===== config.mk =====
export PLATFORM = sky130hd
export DESIGN_NAME = voxel_line_traversal
export DESIGN_NICKNAME = d
export VERILOG_FILES = /design/src/sv/lvt_pkg.sv /design/src/sv/voxel_line_traversal.sv /design/src/sv/lvt_div.sv /design/src/sv/lvt_datapath.sv /design/src/sv/lvt_ctrl.sv
export SDC_FILE = /design/constraint.sdc
export NUM_CORES = 2
export LEC_CHECK = 0
export BUFFER_PORTS_ARGS = -buffer_cell sky130_fd_sc_hd__clkbuf_2
export CAP_MARGIN = 20
export CORE_UTILIZATION = 50
export DETAILED_ROUTE_END_ITERATION = 7
export PLACE_DENSITY = 0.67
export REMOVE_ABC_BUFFERS = 1
export SLEW_MARGIN = 10
export SYNTH_ARGS = -nofsm -noshare
export SYNTH_HDL_FRONTEND = slang
export SYNTH_SLANG_ARGS = --single-unit

===== constraint.sdc =====
create_clock -name clk -period 17.55 [get_ports clk]
set_input_delay 1.755 -clock clk [delete_from_list [all_inputs] [get_ports clk]]
set_output_delay 1.755 -clock clk [all_outputs]
set_load 0.05 [all_outputs]

===== src/sv/lvt_pkg.sv =====
package lvt_pkg;

	// grid and time format
	localparam int CELLS_PER_AXIS = 16;
	localparam int TIME_FRAC_BITS = 16;
	localparam int AXES           = 3;

	localparam int CELL_W   = $clog2(CELLS_PER_AXIS);
	localparam int OUT_W    = 4;
	localparam int COORD_W  = 32;
	localparam int SIZE_W   = 31;
	localparam int TIME_W   = 33;
	localparam int INC_W    = 32;
	localparam int DEN_W    = 33;
	localparam int PROD_W   = CELL_W + 1 + SIZE_W;
	localparam int DIST_W   = CELL_W + 34;
	localparam int NUM_W    = DIST_W + TIME_FRAC_BITS;
	localparam int STEP_W   = $clog2(TIME_W + 1);

	localparam int MAX_RESULTS = 3 * (CELLS_PER_AXIS - 1) + 1;
	localparam int CNT_W       = $clog2(MAX_RESULTS + 1);

	localparam logic [CELL_W-1:0] CELL_MAX = CELL_W'(CELLS_PER_AXIS - 1);
	localparam logic [TIME_W-1:0] TIME_MAX = {TIME_W{1'b1}};
	localparam logic [INC_W-1:0]  INC_MAX  = {INC_W{1'b1}};

	// configuration register indexes
	localparam int CFG_IDX_W = 3;
	localparam logic [CFG_IDX_W-1:0] REG_ORIGIN_X = 3'd0;
	localparam logic [CFG_IDX_W-1:0] REG_ORIGIN_Y = 3'd1;
	localparam logic [CFG_IDX_W-1:0] REG_ORIGIN_Z = 3'd2;
	localparam logic [CFG_IDX_W-1:0] REG_SIZE_X   = 3'd3;
	localparam logic [CFG_IDX_W-1:0] REG_SIZE_Y   = 3'd4;
	localparam logic [CFG_IDX_W-1:0] REG_SIZE_Z   = 3'd5;
	localparam logic [SIZE_W-1:0]    SIZE_RESET   = 31'd65536;

	typedef enum logic [1:0] {
		DIR_NONE = 2'd0,
		DIR_POS  = 2'd1,
		DIR_NEG  = 2'd3
	} dir_t;

	typedef enum logic [1:0] {
		OP_CELL_S,
		OP_CELL_E,
		OP_INC,
		OP_TIME
	} div_op_t;

	typedef struct packed {
		logic signed [COORD_W-1:0] start_x;
		logic signed [COORD_W-1:0] start_y;
		logic signed [COORD_W-1:0] start_z;
		logic signed [COORD_W-1:0] end_x;
		logic signed [COORD_W-1:0] end_y;
		logic signed [COORD_W-1:0] end_z;
	} seg_t;

	typedef struct packed {
		logic [OUT_W-1:0] cell_x;
		logic [OUT_W-1:0] cell_y;
		logic [OUT_W-1:0] cell_z;
		logic             last;
	} vox_t;

	typedef struct packed {
		logic    load;
		logic    div_start;
		logic    capture;
		logic    mul;
		logic    emit;
		div_op_t op;
	} cmd_t;

	typedef struct packed {
		logic div_busy;
		logic out_free;
		logic last;
	} sts_t;

endpackage


===== src/sv/voxel_line_traversal.sv =====
// Voxel line traversal: walks a 3D segment through a 16x16x16 grid.
// Segment channel (seg_valid / seg_stall / seg): one word holds start and end
// points in signed Q15.16. A word is taken when seg_valid is high and
// seg_stall low; seg_stall stays high from acceptance until the final cell
// of that segment has been loaded into the output register.
// Cell channel (vox_valid / vox_stall / vox): one word per traversed cell,
// start cell first, end cell last with vox.last set. A word moves when
// vox_valid is high and vox_stall low; while stalled the word holds and the
// walk pauses.
// Config channel (cfg_valid / cfg_ready / cfg_index / cfg_data): origin x/y/z
// at 0..2, cell size x/y/z at 3..5; always ready. Write only when idle.
// Setup: two cell divisions, a multiply step and two time divisions (each
// division with a start state) on three per-axis serial dividers; then the
// walk emits one cell per cycle while the output is not stalled, up to 46
// cells.
// Reset: origins 0, cell sizes 1.0 m, block idle, no cell word pending.
module voxel_line_traversal (
	input  logic                          clk,
	input  logic                          arst_n,
	input  logic                          seg_valid,
	output logic                          seg_stall,
	input  lvt_pkg::seg_t                 seg,
	output logic                          vox_valid,
	input  logic                          vox_stall,
	output lvt_pkg::vox_t                 vox,
	input  logic                          cfg_valid,
	output logic                          cfg_ready,
	input  logic [lvt_pkg::CFG_IDX_W-1:0] cfg_index,
	input  logic [31:0]                   cfg_data
);

	lvt_pkg::cmd_t cmd;
	lvt_pkg::sts_t sts;

	assign cfg_ready = 1'b1;

	lvt_ctrl u_ctrl (
		.clk      (clk),
		.arst_n   (arst_n),
		.seg_valid(seg_valid),
		.seg_stall(seg_stall),
		.sts      (sts),
		.cmd      (cmd)
	);

	lvt_datapath u_dp (
		.clk      (clk),
		.arst_n   (arst_n),
		.seg      (seg),
		.cmd      (cmd),
		.sts      (sts),
		.cfg_we   (cfg_valid && cfg_ready),
		.cfg_index(cfg_index),
		.cfg_data (cfg_data),
		.vox_valid(vox_valid),
		.vox_stall(vox_stall),
		.vox      (vox)
	);

endmodule


===== src/sv/lvt_div.sv =====
// restoring divider, one quotient bit per cycle
// short mode: CELL_W quotient bits, long mode: TIME_W quotient bits
module lvt_div (
	input  logic                      clk,
	input  logic                      arst_n,
	input  logic                      start,
	input  logic                      long_mode,
	input  logic [lvt_pkg::NUM_W-1:0] num,
	input  logic [lvt_pkg::DEN_W-1:0] den,
	output logic                      busy,
	output logic                      sat,
	output logic [lvt_pkg::TIME_W-1:0] quo
);

	logic [lvt_pkg::DEN_W-1:0]  rem_q;
	logic [lvt_pkg::NUM_W-1:0]  low_q;
	logic [lvt_pkg::STEP_W-1:0] cnt_q;
	logic                       sat_q;

	logic [lvt_pkg::NUM_W-1:0] hi;
	logic [lvt_pkg::NUM_W-1:0] low_init;
	logic [lvt_pkg::DEN_W:0]   trial;
	logic                      ge;

	// initial split of the numerator
	always_comb begin
		if (long_mode) begin
			hi       = num >> lvt_pkg::TIME_W;
			low_init = num << (lvt_pkg::NUM_W - lvt_pkg::TIME_W);
		end else begin
			hi       = num >> lvt_pkg::CELL_W;
			low_init = num << (lvt_pkg::NUM_W - lvt_pkg::CELL_W);
		end
		trial = {rem_q, low_q[lvt_pkg::NUM_W-1]};
		ge    = trial >= {1'b0, den};
	end

	// step counter
	always_ff @(posedge clk or negedge arst_n) begin
		if (!arst_n) begin
			cnt_q <= '0;
		end else if (start) begin
			cnt_q <= long_mode ? lvt_pkg::STEP_W'(lvt_pkg::TIME_W)
			                   : lvt_pkg::STEP_W'(lvt_pkg::CELL_W);
		end else if (cnt_q != '0) begin
			cnt_q <= cnt_q - 1'b1;
		end
	end

	// remainder and quotient shift
	always_ff @(posedge clk) begin
		if (start) begin
			sat_q <= hi >= lvt_pkg::NUM_W'(den);
			rem_q <= lvt_pkg::DEN_W'(hi);
			low_q <= low_init;
		end else if (cnt_q != '0) begin
			rem_q <= ge ? lvt_pkg::DEN_W'(trial - {1'b0, den}) : lvt_pkg::DEN_W'(trial);
			low_q <= {low_q[lvt_pkg::NUM_W-2:0], ge};
		end
	end

	assign busy = cnt_q != '0;
	assign sat  = sat_q;
	assign quo  = low_q[lvt_pkg::TIME_W-1:0];

endmodule


===== src/sv/lvt_datapath.sv =====
module lvt_datapath (
	input  logic                          clk,
	input  logic                          arst_n,
	input  lvt_pkg::seg_t                 seg,
	input  lvt_pkg::cmd_t                 cmd,
	output lvt_pkg::sts_t                 sts,
	input  logic                          cfg_we,
	input  logic [lvt_pkg::CFG_IDX_W-1:0] cfg_index,
	input  logic [31:0]                   cfg_data,
	output logic                          vox_valid,
	input  logic                          vox_stall,
	output lvt_pkg::vox_t                 vox
);

	// configuration
	logic signed [lvt_pkg::COORD_W-1:0] origin_q [lvt_pkg::AXES];
	logic [lvt_pkg::SIZE_W-1:0]         size_q   [lvt_pkg::AXES];

	// per-axis walk state
	logic signed [lvt_pkg::COORD_W-1:0] start_q [lvt_pkg::AXES];
	logic signed [lvt_pkg::COORD_W-1:0] end_q   [lvt_pkg::AXES];
	logic [lvt_pkg::DEN_W-1:0]          absd_q  [lvt_pkg::AXES];
	lvt_pkg::dir_t                      dir_q   [lvt_pkg::AXES];
	logic [lvt_pkg::CELL_W-1:0]         cur_q   [lvt_pkg::AXES];
	logic [lvt_pkg::CELL_W-1:0]         tgt_q   [lvt_pkg::AXES];
	logic [lvt_pkg::PROD_W-1:0]         prod_q  [lvt_pkg::AXES];
	logic [lvt_pkg::INC_W-1:0]          inc_q   [lvt_pkg::AXES];
	logic [lvt_pkg::TIME_W-1:0]         time_q  [lvt_pkg::AXES];
	logic [lvt_pkg::CNT_W-1:0]          emit_q;

	logic          vox_valid_q;
	lvt_pkg::vox_t vox_q;

	// combinational lane signals
	logic signed [lvt_pkg::COORD_W-1:0] seg_s [lvt_pkg::AXES];
	logic signed [lvt_pkg::COORD_W-1:0] seg_e [lvt_pkg::AXES];
	logic [lvt_pkg::SIZE_W-1:0]         size_eff [lvt_pkg::AXES];
	logic [lvt_pkg::NUM_W-1:0]          num  [lvt_pkg::AXES];
	logic [lvt_pkg::DEN_W-1:0]          den  [lvt_pkg::AXES];
	logic signed [lvt_pkg::COORD_W:0]   diff [lvt_pkg::AXES];
	logic [lvt_pkg::CELL_W:0]           factor [lvt_pkg::AXES];
	logic                               dv_busy [lvt_pkg::AXES];
	logic                               dv_sat  [lvt_pkg::AXES];
	logic [lvt_pkg::TIME_W-1:0]         dv_quo  [lvt_pkg::AXES];
	logic [lvt_pkg::CELL_W-1:0]         cell_res [lvt_pkg::AXES];
	logic                               elig [lvt_pkg::AXES];
	logic                               long_mode;

	logic [1:0]                 best;
	logic                       found;
	logic                       at_tgt;
	logic                       last_c;
	logic [lvt_pkg::TIME_W:0]   tsum;
	logic [lvt_pkg::TIME_W-1:0] tnext;

	assign seg_s[0] = seg.start_x;
	assign seg_s[1] = seg.start_y;
	assign seg_s[2] = seg.start_z;
	assign seg_e[0] = seg.end_x;
	assign seg_e[1] = seg.end_y;
	assign seg_e[2] = seg.end_z;

	assign long_mode = (cmd.op == lvt_pkg::OP_INC) || (cmd.op == lvt_pkg::OP_TIME);

	// divider operands per lane
	always_comb begin
		logic signed [lvt_pkg::COORD_W-1:0] pt;
		logic signed [lvt_pkg::DIST_W-1:0]  bnd_dist;
		for (int a = 0; a < lvt_pkg::AXES; a++) begin
			size_eff[a] = (size_q[a] == '0) ? lvt_pkg::SIZE_W'(1) : size_q[a];
			pt = (cmd.op == lvt_pkg::OP_CELL_E) ? end_q[a] : start_q[a];
			diff[a] = (lvt_pkg::COORD_W + 1)'(pt) - (lvt_pkg::COORD_W + 1)'(origin_q[a]);
			if (dir_q[a] == lvt_pkg::DIR_POS) begin
				bnd_dist = lvt_pkg::DIST_W'(origin_q[a]) - lvt_pkg::DIST_W'(start_q[a])
				         + signed'(lvt_pkg::DIST_W'(prod_q[a]));
			end else begin
				bnd_dist = lvt_pkg::DIST_W'(start_q[a]) - lvt_pkg::DIST_W'(origin_q[a])
				         - signed'(lvt_pkg::DIST_W'(prod_q[a]));
			end
			factor[a] = (dir_q[a] == lvt_pkg::DIR_POS)
			          ? (lvt_pkg::CELL_W + 1)'(cur_q[a]) + 1'b1
			          : (lvt_pkg::CELL_W + 1)'(cur_q[a]);
			unique case (cmd.op)
				lvt_pkg::OP_CELL_S, lvt_pkg::OP_CELL_E: begin
					num[a] = diff[a][lvt_pkg::COORD_W] ? '0
					       : lvt_pkg::NUM_W'(diff[a][lvt_pkg::COORD_W-1:0]);
					den[a] = lvt_pkg::DEN_W'(size_eff[a]);
				end
				lvt_pkg::OP_INC: begin
					num[a] = lvt_pkg::NUM_W'(size_eff[a]) << lvt_pkg::TIME_FRAC_BITS;
					den[a] = absd_q[a];
				end
				default: begin
					num[a] = (bnd_dist[lvt_pkg::DIST_W-1] || bnd_dist == '0) ? '0
					       : lvt_pkg::NUM_W'(bnd_dist[lvt_pkg::DIST_W-2:0])
					         << lvt_pkg::TIME_FRAC_BITS;
					den[a] = absd_q[a];
				end
			endcase
			cell_res[a] = (dv_sat[a] || dv_quo[a] > lvt_pkg::TIME_W'(lvt_pkg::CELL_MAX))
			            ? lvt_pkg::CELL_MAX : lvt_pkg::CELL_W'(dv_quo[a]);
		end
	end

	// one divider per axis
	for (genvar g = 0; g < lvt_pkg::AXES; g++) begin : g_lane
		lvt_div u_div (
			.clk      (clk),
			.arst_n   (arst_n),
			.start    (cmd.div_start),
			.long_mode(long_mode),
			.num      (num[g]),
			.den      (den[g]),
			.busy     (dv_busy[g]),
			.sat      (dv_sat[g]),
			.quo      (dv_quo[g])
		);
	end

	// step selection: earliest crossing among unfinished axes, low axis wins ties
	always_comb begin
		best  = 2'd0;
		found = 1'b0;
		for (int a = 0; a < lvt_pkg::AXES; a++) begin
			elig[a] = cur_q[a] != tgt_q[a];
			if (elig[a] && (!found || time_q[a] < time_q[best])) begin
				best  = 2'(a);
				found = 1'b1;
			end
		end
		at_tgt = !found;
		last_c = at_tgt || (({1'b0, emit_q} + 1'b1) >= (lvt_pkg::CNT_W + 1)'(lvt_pkg::MAX_RESULTS));
		tsum   = {1'b0, time_q[best]} + (lvt_pkg::TIME_W + 1)'(inc_q[best]);
		tnext  = tsum[lvt_pkg::TIME_W] ? lvt_pkg::TIME_MAX : tsum[lvt_pkg::TIME_W-1:0];
	end

	// configuration registers
	always_ff @(posedge clk or negedge arst_n) begin
		if (!arst_n) begin
			for (int a = 0; a < lvt_pkg::AXES; a++) begin
				origin_q[a] <= '0;
				size_q[a]   <= lvt_pkg::SIZE_RESET;
			end
		end else if (cfg_we) begin
			unique case (cfg_index)
				lvt_pkg::REG_ORIGIN_X: origin_q[0] <= signed'(cfg_data);
				lvt_pkg::REG_ORIGIN_Y: origin_q[1] <= signed'(cfg_data);
				lvt_pkg::REG_ORIGIN_Z: origin_q[2] <= signed'(cfg_data);
				lvt_pkg::REG_SIZE_X:   size_q[0]   <= cfg_data[lvt_pkg::SIZE_W-1:0];
				lvt_pkg::REG_SIZE_Y:   size_q[1]   <= cfg_data[lvt_pkg::SIZE_W-1:0];
				lvt_pkg::REG_SIZE_Z:   size_q[2]   <= cfg_data[lvt_pkg::SIZE_W-1:0];
				default: ;
			endcase
		end
	end

	// segment setup and walk state
	always_ff @(posedge clk) begin
		logic signed [lvt_pkg::COORD_W:0] d;
		for (int a = 0; a < lvt_pkg::AXES; a++) begin
			d = (lvt_pkg::COORD_W + 1)'(seg_e[a]) - (lvt_pkg::COORD_W + 1)'(seg_s[a]);
			if (cmd.load) begin
				start_q[a] <= seg_s[a];
				end_q[a]   <= seg_e[a];
				absd_q[a]  <= d[lvt_pkg::COORD_W] ? lvt_pkg::DEN_W'(-d) : lvt_pkg::DEN_W'(d);
				if (d == '0) begin
					dir_q[a] <= lvt_pkg::DIR_NONE;
				end else if (d[lvt_pkg::COORD_W]) begin
					dir_q[a] <= lvt_pkg::DIR_NEG;
				end else begin
					dir_q[a] <= lvt_pkg::DIR_POS;
				end
			end
			if (cmd.mul) begin
				prod_q[a] <= lvt_pkg::PROD_W'(factor[a]) * lvt_pkg::PROD_W'(size_eff[a]);
			end
			if (cmd.capture) begin
				unique case (cmd.op)
					lvt_pkg::OP_CELL_S: cur_q[a] <= cell_res[a];
					lvt_pkg::OP_CELL_E: tgt_q[a] <= cell_res[a];
					lvt_pkg::OP_INC: begin
						if (dir_q[a] == lvt_pkg::DIR_NONE) begin
							inc_q[a] <= '0;
						end else begin
							inc_q[a] <= (dv_sat[a] || dv_quo[a][lvt_pkg::TIME_W-1])
							          ? lvt_pkg::INC_MAX : dv_quo[a][lvt_pkg::INC_W-1:0];
						end
					end
					default: begin
						if (dir_q[a] == lvt_pkg::DIR_NONE || dv_sat[a]) begin
							time_q[a] <= lvt_pkg::TIME_MAX;
						end else begin
							time_q[a] <= dv_quo[a];
						end
					end
				endcase
			end
		end
		// advance the chosen axis after each non-final cell
		if (cmd.emit && !last_c) begin
			unique case (dir_q[best])
				lvt_pkg::DIR_POS: cur_q[best] <= cur_q[best] + 1'b1;
				lvt_pkg::DIR_NEG: cur_q[best] <= cur_q[best] - 1'b1;
				default: ;
			endcase
			time_q[best] <= tnext;
		end
	end

	// emitted count
	always_ff @(posedge clk or negedge arst_n) begin
		if (!arst_n) begin
			emit_q <= '0;
		end else if (cmd.load) begin
			emit_q <= '0;
		end else if (cmd.emit) begin
			emit_q <= emit_q + 1'b1;
		end
	end

	// output register
	always_ff @(posedge clk or negedge arst_n) begin
		if (!arst_n) begin
			vox_valid_q <= 1'b0;
		end else if (cmd.emit) begin
			vox_valid_q <= 1'b1;
		end else if (!vox_stall) begin
			vox_valid_q <= 1'b0;
		end
	end

	always_ff @(posedge clk) begin
		if (cmd.emit) begin
			vox_q.cell_x <= lvt_pkg::OUT_W'(cur_q[0]);
			vox_q.cell_y <= lvt_pkg::OUT_W'(cur_q[1]);
			vox_q.cell_z <= lvt_pkg::OUT_W'(cur_q[2]);
			vox_q.last   <= last_c;
		end
	end

	assign vox_valid    = vox_valid_q;
	assign vox          = vox_q;
	assign sts.div_busy = dv_busy[0] || dv_busy[1] || dv_busy[2];
	assign sts.out_free = !vox_valid_q || !vox_stall;
	assign sts.last     = last_c;

`ifndef SYNTHESIS
	a_count_bound: assert property (@(posedge clk) disable iff (!arst_n)
		emit_q <= lvt_pkg::CNT_W'(lvt_pkg::MAX_RESULTS))
		else $error("emitted count beyond bound");
	a_step_moves: assert property (@(posedge clk) disable iff (!arst_n)
		cmd.emit && !last_c |=> (cur_q[0] != $past(cur_q[0])) || (cur_q[1] != $past(cur_q[1]))
		|| (cur_q[2] != $past(cur_q[2])))
		else $error("non-final cell did not advance");
	a_start_idle: assert property (@(posedge clk) disable iff (!arst_n)
		cmd.div_start |-> !sts.div_busy)
		else $error("divider started while busy");
	a_emit_free: assert property (@(posedge clk) disable iff (!arst_n)
		cmd.emit |-> sts.out_free)
		else $error("cell word overwritten");
`endif

endmodule


===== src/sv/lvt_ctrl.sv =====
module lvt_ctrl (
	input  logic          clk,
	input  logic          arst_n,
	input  logic          seg_valid,
	output logic          seg_stall,
	input  lvt_pkg::sts_t sts,
	output lvt_pkg::cmd_t cmd
);

	typedef enum logic [3:0] {
		S_IDLE,
		S_CS_GO,
		S_CS_WAIT,
		S_CE_GO,
		S_CE_WAIT,
		S_MUL,
		S_INC_GO,
		S_INC_WAIT,
		S_T_GO,
		S_T_WAIT,
		S_WALK
	} state_t;

	state_t state_q;

	// commands from state and status
	always_comb begin
		cmd = '0;
		cmd.op = lvt_pkg::OP_CELL_S;
		unique case (state_q)
			S_IDLE:     cmd.load = seg_valid;
			S_CS_GO:    cmd.div_start = 1'b1;
			S_CS_WAIT:  cmd.capture = !sts.div_busy;
			S_CE_GO: begin
				cmd.op        = lvt_pkg::OP_CELL_E;
				cmd.div_start = 1'b1;
			end
			S_CE_WAIT: begin
				cmd.op      = lvt_pkg::OP_CELL_E;
				cmd.capture = !sts.div_busy;
			end
			S_MUL:      cmd.mul = 1'b1;
			S_INC_GO: begin
				cmd.op        = lvt_pkg::OP_INC;
				cmd.div_start = 1'b1;
			end
			S_INC_WAIT: begin
				cmd.op      = lvt_pkg::OP_INC;
				cmd.capture = !sts.div_busy;
			end
			S_T_GO: begin
				cmd.op        = lvt_pkg::OP_TIME;
				cmd.div_start = 1'b1;
			end
			S_T_WAIT: begin
				cmd.op      = lvt_pkg::OP_TIME;
				cmd.capture = !sts.div_busy;
			end
			default:    cmd.emit = sts.out_free;
		endcase
	end

	assign seg_stall = state_q != S_IDLE;

	// sequencer
	always_ff @(posedge clk or negedge arst_n) begin
		if (!arst_n) begin
			state_q <= S_IDLE;
		end else begin
			unique case (state_q)
				S_IDLE:     if (seg_valid) state_q <= S_CS_GO;
				S_CS_GO:    state_q <= S_CS_WAIT;
				S_CS_WAIT:  if (!sts.div_busy) state_q <= S_CE_GO;
				S_CE_GO:    state_q <= S_CE_WAIT;
				S_CE_WAIT:  if (!sts.div_busy) state_q <= S_MUL;
				S_MUL:      state_q <= S_INC_GO;
				S_INC_GO:   state_q <= S_INC_WAIT;
				S_INC_WAIT: if (!sts.div_busy) state_q <= S_T_GO;
				S_T_GO:     state_q <= S_T_WAIT;
				S_T_WAIT:   if (!sts.div_busy) state_q <= S_WALK;
				default:    if (sts.out_free && sts.last) state_q <= S_IDLE;
			endcase
		end
	end

`ifndef SYNTHESIS
	a_walk_quiet: assert property (@(posedge clk) disable iff (!arst_n)
		state_q == S_WALK |-> !sts.div_busy)
		else $error("divider busy during walk");
	a_final_idle: assert property (@(posedge clk) disable iff (!arst_n)
		cmd.emit && sts.last |=> state_q == S_IDLE)
		else $error("walk did not end on final cell");
	a_load_idle: assert property (@(posedge clk) disable iff (!arst_n)
		cmd.load |=> state_q == S_CS_GO)
		else $error("load outside idle");
`endif

endmodule

==> metrics.txt <==
outcome=finished, final reports clean; first-pass GRT wire length=just over 600000 um; largest net degree at the start of global routing=191; nets@finish=13500; GRT Total Usage=37.9%; CTS tree=yes; Clock transition at path regs=0.06 ns; WP data required=18.12 ns; worst slew pin tran=about 1.2 ns; Hold Vio Cnt, Final=0; leakage=49.8 nW; slowest CP cell=buf_4; Worst path depth=32; total gr overflow=0; power density over the cells=237 nW/um^2; crit path kind=flip-flop to flip-flop; Placer Congestion=1.02; final setup vio count=0; insertion delay to the later sink of the worst-skew pair=0.84 ns; die area=214000 sq um; Site Rows=168; # resized after CTS=0; Crit path arrival time=12.75 ns; Chip Width=462 um; CP bufs+invs=3; DRT Wirelength=~420000 um; max-slew violation count=0; io pins=between 200 and 250; HPWL Detailed=325000 um; Post-synth EDFFs=900; IO buf count=246; Startpoint Class=flip-flop; Setup Fix Bufs, Post-CTS=0; clock root buffer=clkbuf_16; sequential share of the synthesized area=30.7%; CTS Hold Bufs=0; TritonCTS Buffers=139; vias in the first global route=91000; vias per inst=6.42; DR WL/cell=28.1 um; Yosys warnings=0; Async SR Flop Fraction=19.5%; unique cell type count in the Yosys netlist=roughly 100; minimum clock period=12.17 ns; core area=210000 sq um; worst reg-to-reg path cell count=32; Cell Area, Synth=106000 sq um; final core occ=54.7%; Peak Freq=82.2 MHz; Die Ht=462 um; Max transition margin=17.9%; clk sinks=around 1100; initial antenna violation count=53; Top Family by Delay on Critical Path=compound AO/OA/AOI/OAI gates; Yosys reg bits=1119; antenna viol nets, final=0; CTS HTree Levels=4; initial core utilization=between 50% and 60%; RSZ-0062 raised after global routing=no; crit end category=flip-flop; Hold Path Depth=1; Tcrit/Tclk final=about 69%; worst hold path type=flip-flop to flip-flop; Cells after DPL=14600; syn_area_per_cell=roughly 9 sq um; Vias=around 95000; Gate Count Post-Synth=11900; max cap viols=0; CP Max Fanout=65; area added between synthesis and finish=8.41%; final setup TNS=0 ns; slowest stage delay, CP=0.99 ns; initial drt markers=10300; top_reg_cell synth=edfxtp_1; DRC violations left=0; clk_skew=between 0.05 and 0.06 ns; Cell Count, Final, Fillers Out=around 15000; share of cells above drive strength 1=6.91%; Peak VDD IR=163 uV; drt first pass iters=7; CTS max path bufs=3
cell families (layout without fill, tap and decap cells):
| group | Yosys count | after routing | share of synthesized area [%] |
|---|---|---|---|
| buf+inv | 1473 | 1540 | 5.27 |
| xor+xnor | 768 | 768 | 6.35 |
| compound gates | 3500 | 3500 | 21.2 |
| simple gates | 3414 | 3414 | 15.5 |
| fa+ha+maj | 1334 | 1334 | 17.8 |
| flops | 1119 | 1119 | 30.7 |
| mux | 326 | 326 | 3.21 |
| other cells | 2 | 61 | 0.00709 |
synth_stat cells (all sizes together) (25+ instances only):
cell type  count  area, sq um
a2111oi       38          340
a211o         38          333
a211oi       104          786
a21boi        37          282
a21o         371         2790
a21oi        971         4860
a221o         35          350
a221oi        37          324
a22oi         48          365
a31oi        102          638
and2          91          569
and3         195         1220
and4          25          219
buf           84          354
clkbuf       474         1800
dfrtp        215         5380
edfxtp       900        27000
fa           284         5690
ha          1050        13100
inv          912         3420
mux2         111         1250
mux2i        215         2150
nand2       1065         4000
nand2b       122          763
nand3        192          961
nand4        127          795
nor2         808         3030
nor2b        286         1790
nor3         208         1040
nor4          84          532
o211ai        91          683
o21a         261         1960
o21ai        786         3950
o21bai       137         1030
o22a          99          867
o22ai         37          231
o31a          25          219
o31ai         78          599
or2           38          238
or3           79          494
xnor2        497         4350
xor2         271         2370
worst reg2reg max path: cells and delay by family (launching register included):
kind	cells	cell delay (ns)
compound gates	17	5.33
buf+inv	3	2.24
flops	1	0.42
fa+ha+maj	3	1.03
simple gates	8	2.55
mux	1	0.35
final cells by class:
class / instances / area, sq um
inverter: 915 / 3440
tap: 2805 / 3510
antenna: 45 / 113
fill: 19200 / 95100
sequential: 1119 / 32500
clock buffer: 183 / 3830
multi-input combinational: 9358 / 68300
clock inverter: 75 / 997
timing repair buffer: 367 / 2180
stage by stage:
stage | setup WS (ns) | total power, W | instance area (sq um) | hold slack, ns
2_1_floorplan | -1.02 | 0.0178 | 104000 | 0.486
3_3_place_gp | 5.68 | 0.0234 | 110000 | 0.505
3_5_place_dp | 5.54 | 0.0236 | 110000 | 0.511
4_1_cts | 5.48 | 0.0268 | 115000 | 0.524
5_1_grt | 4.61 | 0.0290 | 115000 | 0.565
6_report | 5.38 | 0.0272 | 115000 | 0.519
worst paths after layout:
kind,to,start,slack (ns)
max,u_dp.time_q[1][6],u_dp.time_q[1][22],5.38
min,u_dp.emit_q[5],u_dp.emit_q[5],0.52
max reg2reg,u_dp.time_q[1][6],u_dp.time_q[1][22],5.38
min reg2reg,u_dp.emit_q[5],u_dp.emit_q[5],0.52
max in group asynchronous,u_dp.size_q[90],arst_n,14.52
min in group asynchronous,u_dp.origin_q[35],arst_n,0.95
state kept, by name, indices dropped and copies added (netlist names), 3 cells and up:
signal,cells
u_ctrl.state_q,4
u_dp.absd_q,99
u_dp.cur_q,12
u_dp.dir_q,6
u_dp.emit_q,6
u_dp.end_q,96
u_dp.g_lane.u_div.cnt_q,18
u_dp.g_lane.u_div.low_q,162
u_dp.g_lane.u_div.rem_q,99
u_dp.g_lane.u_div.sat,3
u_dp.inc_q,96
u_dp.origin_q,96
u_dp.prod_q,108
u_dp.size_q,93
u_dp.start_q,96
u_dp.tgt_q,12
u_dp.time_q,99
u_dp.vox,13
cells in the final DEF, fill, tap and decap left out, types with 212 or more instances in the layout:
master    instances
xor2_1          271
dfrtp_1         215
xnor2_1         488
nand2_1        1060
ha_1           1050
inv_1           909
nor2_1          797
a21o_1          371
mux2i_1         212
o21ai_0         762
clkbuf_2        246
nor2b_1         283
fa_1            284
edfxtp_1        900
o21a_1          261
a21oi_1         971
where the power goes:
group	switching (W)	internal, W
sequential	0.000722	0.00401
clock	0.00131	0.00178
combinational	0.0123	0.00711
total	0.0143	0.0129
per-layer routing:
| metal | share of wire [%] | global-route usage, % | vias to the layer above |
|---|---|---|---|
| li1 | - | - | 43000 |
| met1 | 41 | 50.6 | 46700 |
| met2 | 43 | 56.4 | 4623 |
| met3 | 9.3 | 8.03 | 975 |
| met4 | 6.8 | 22.6 | 28 |
| met5 | 0.045 | 0 | - |
(Power assumes the default switching activity.)
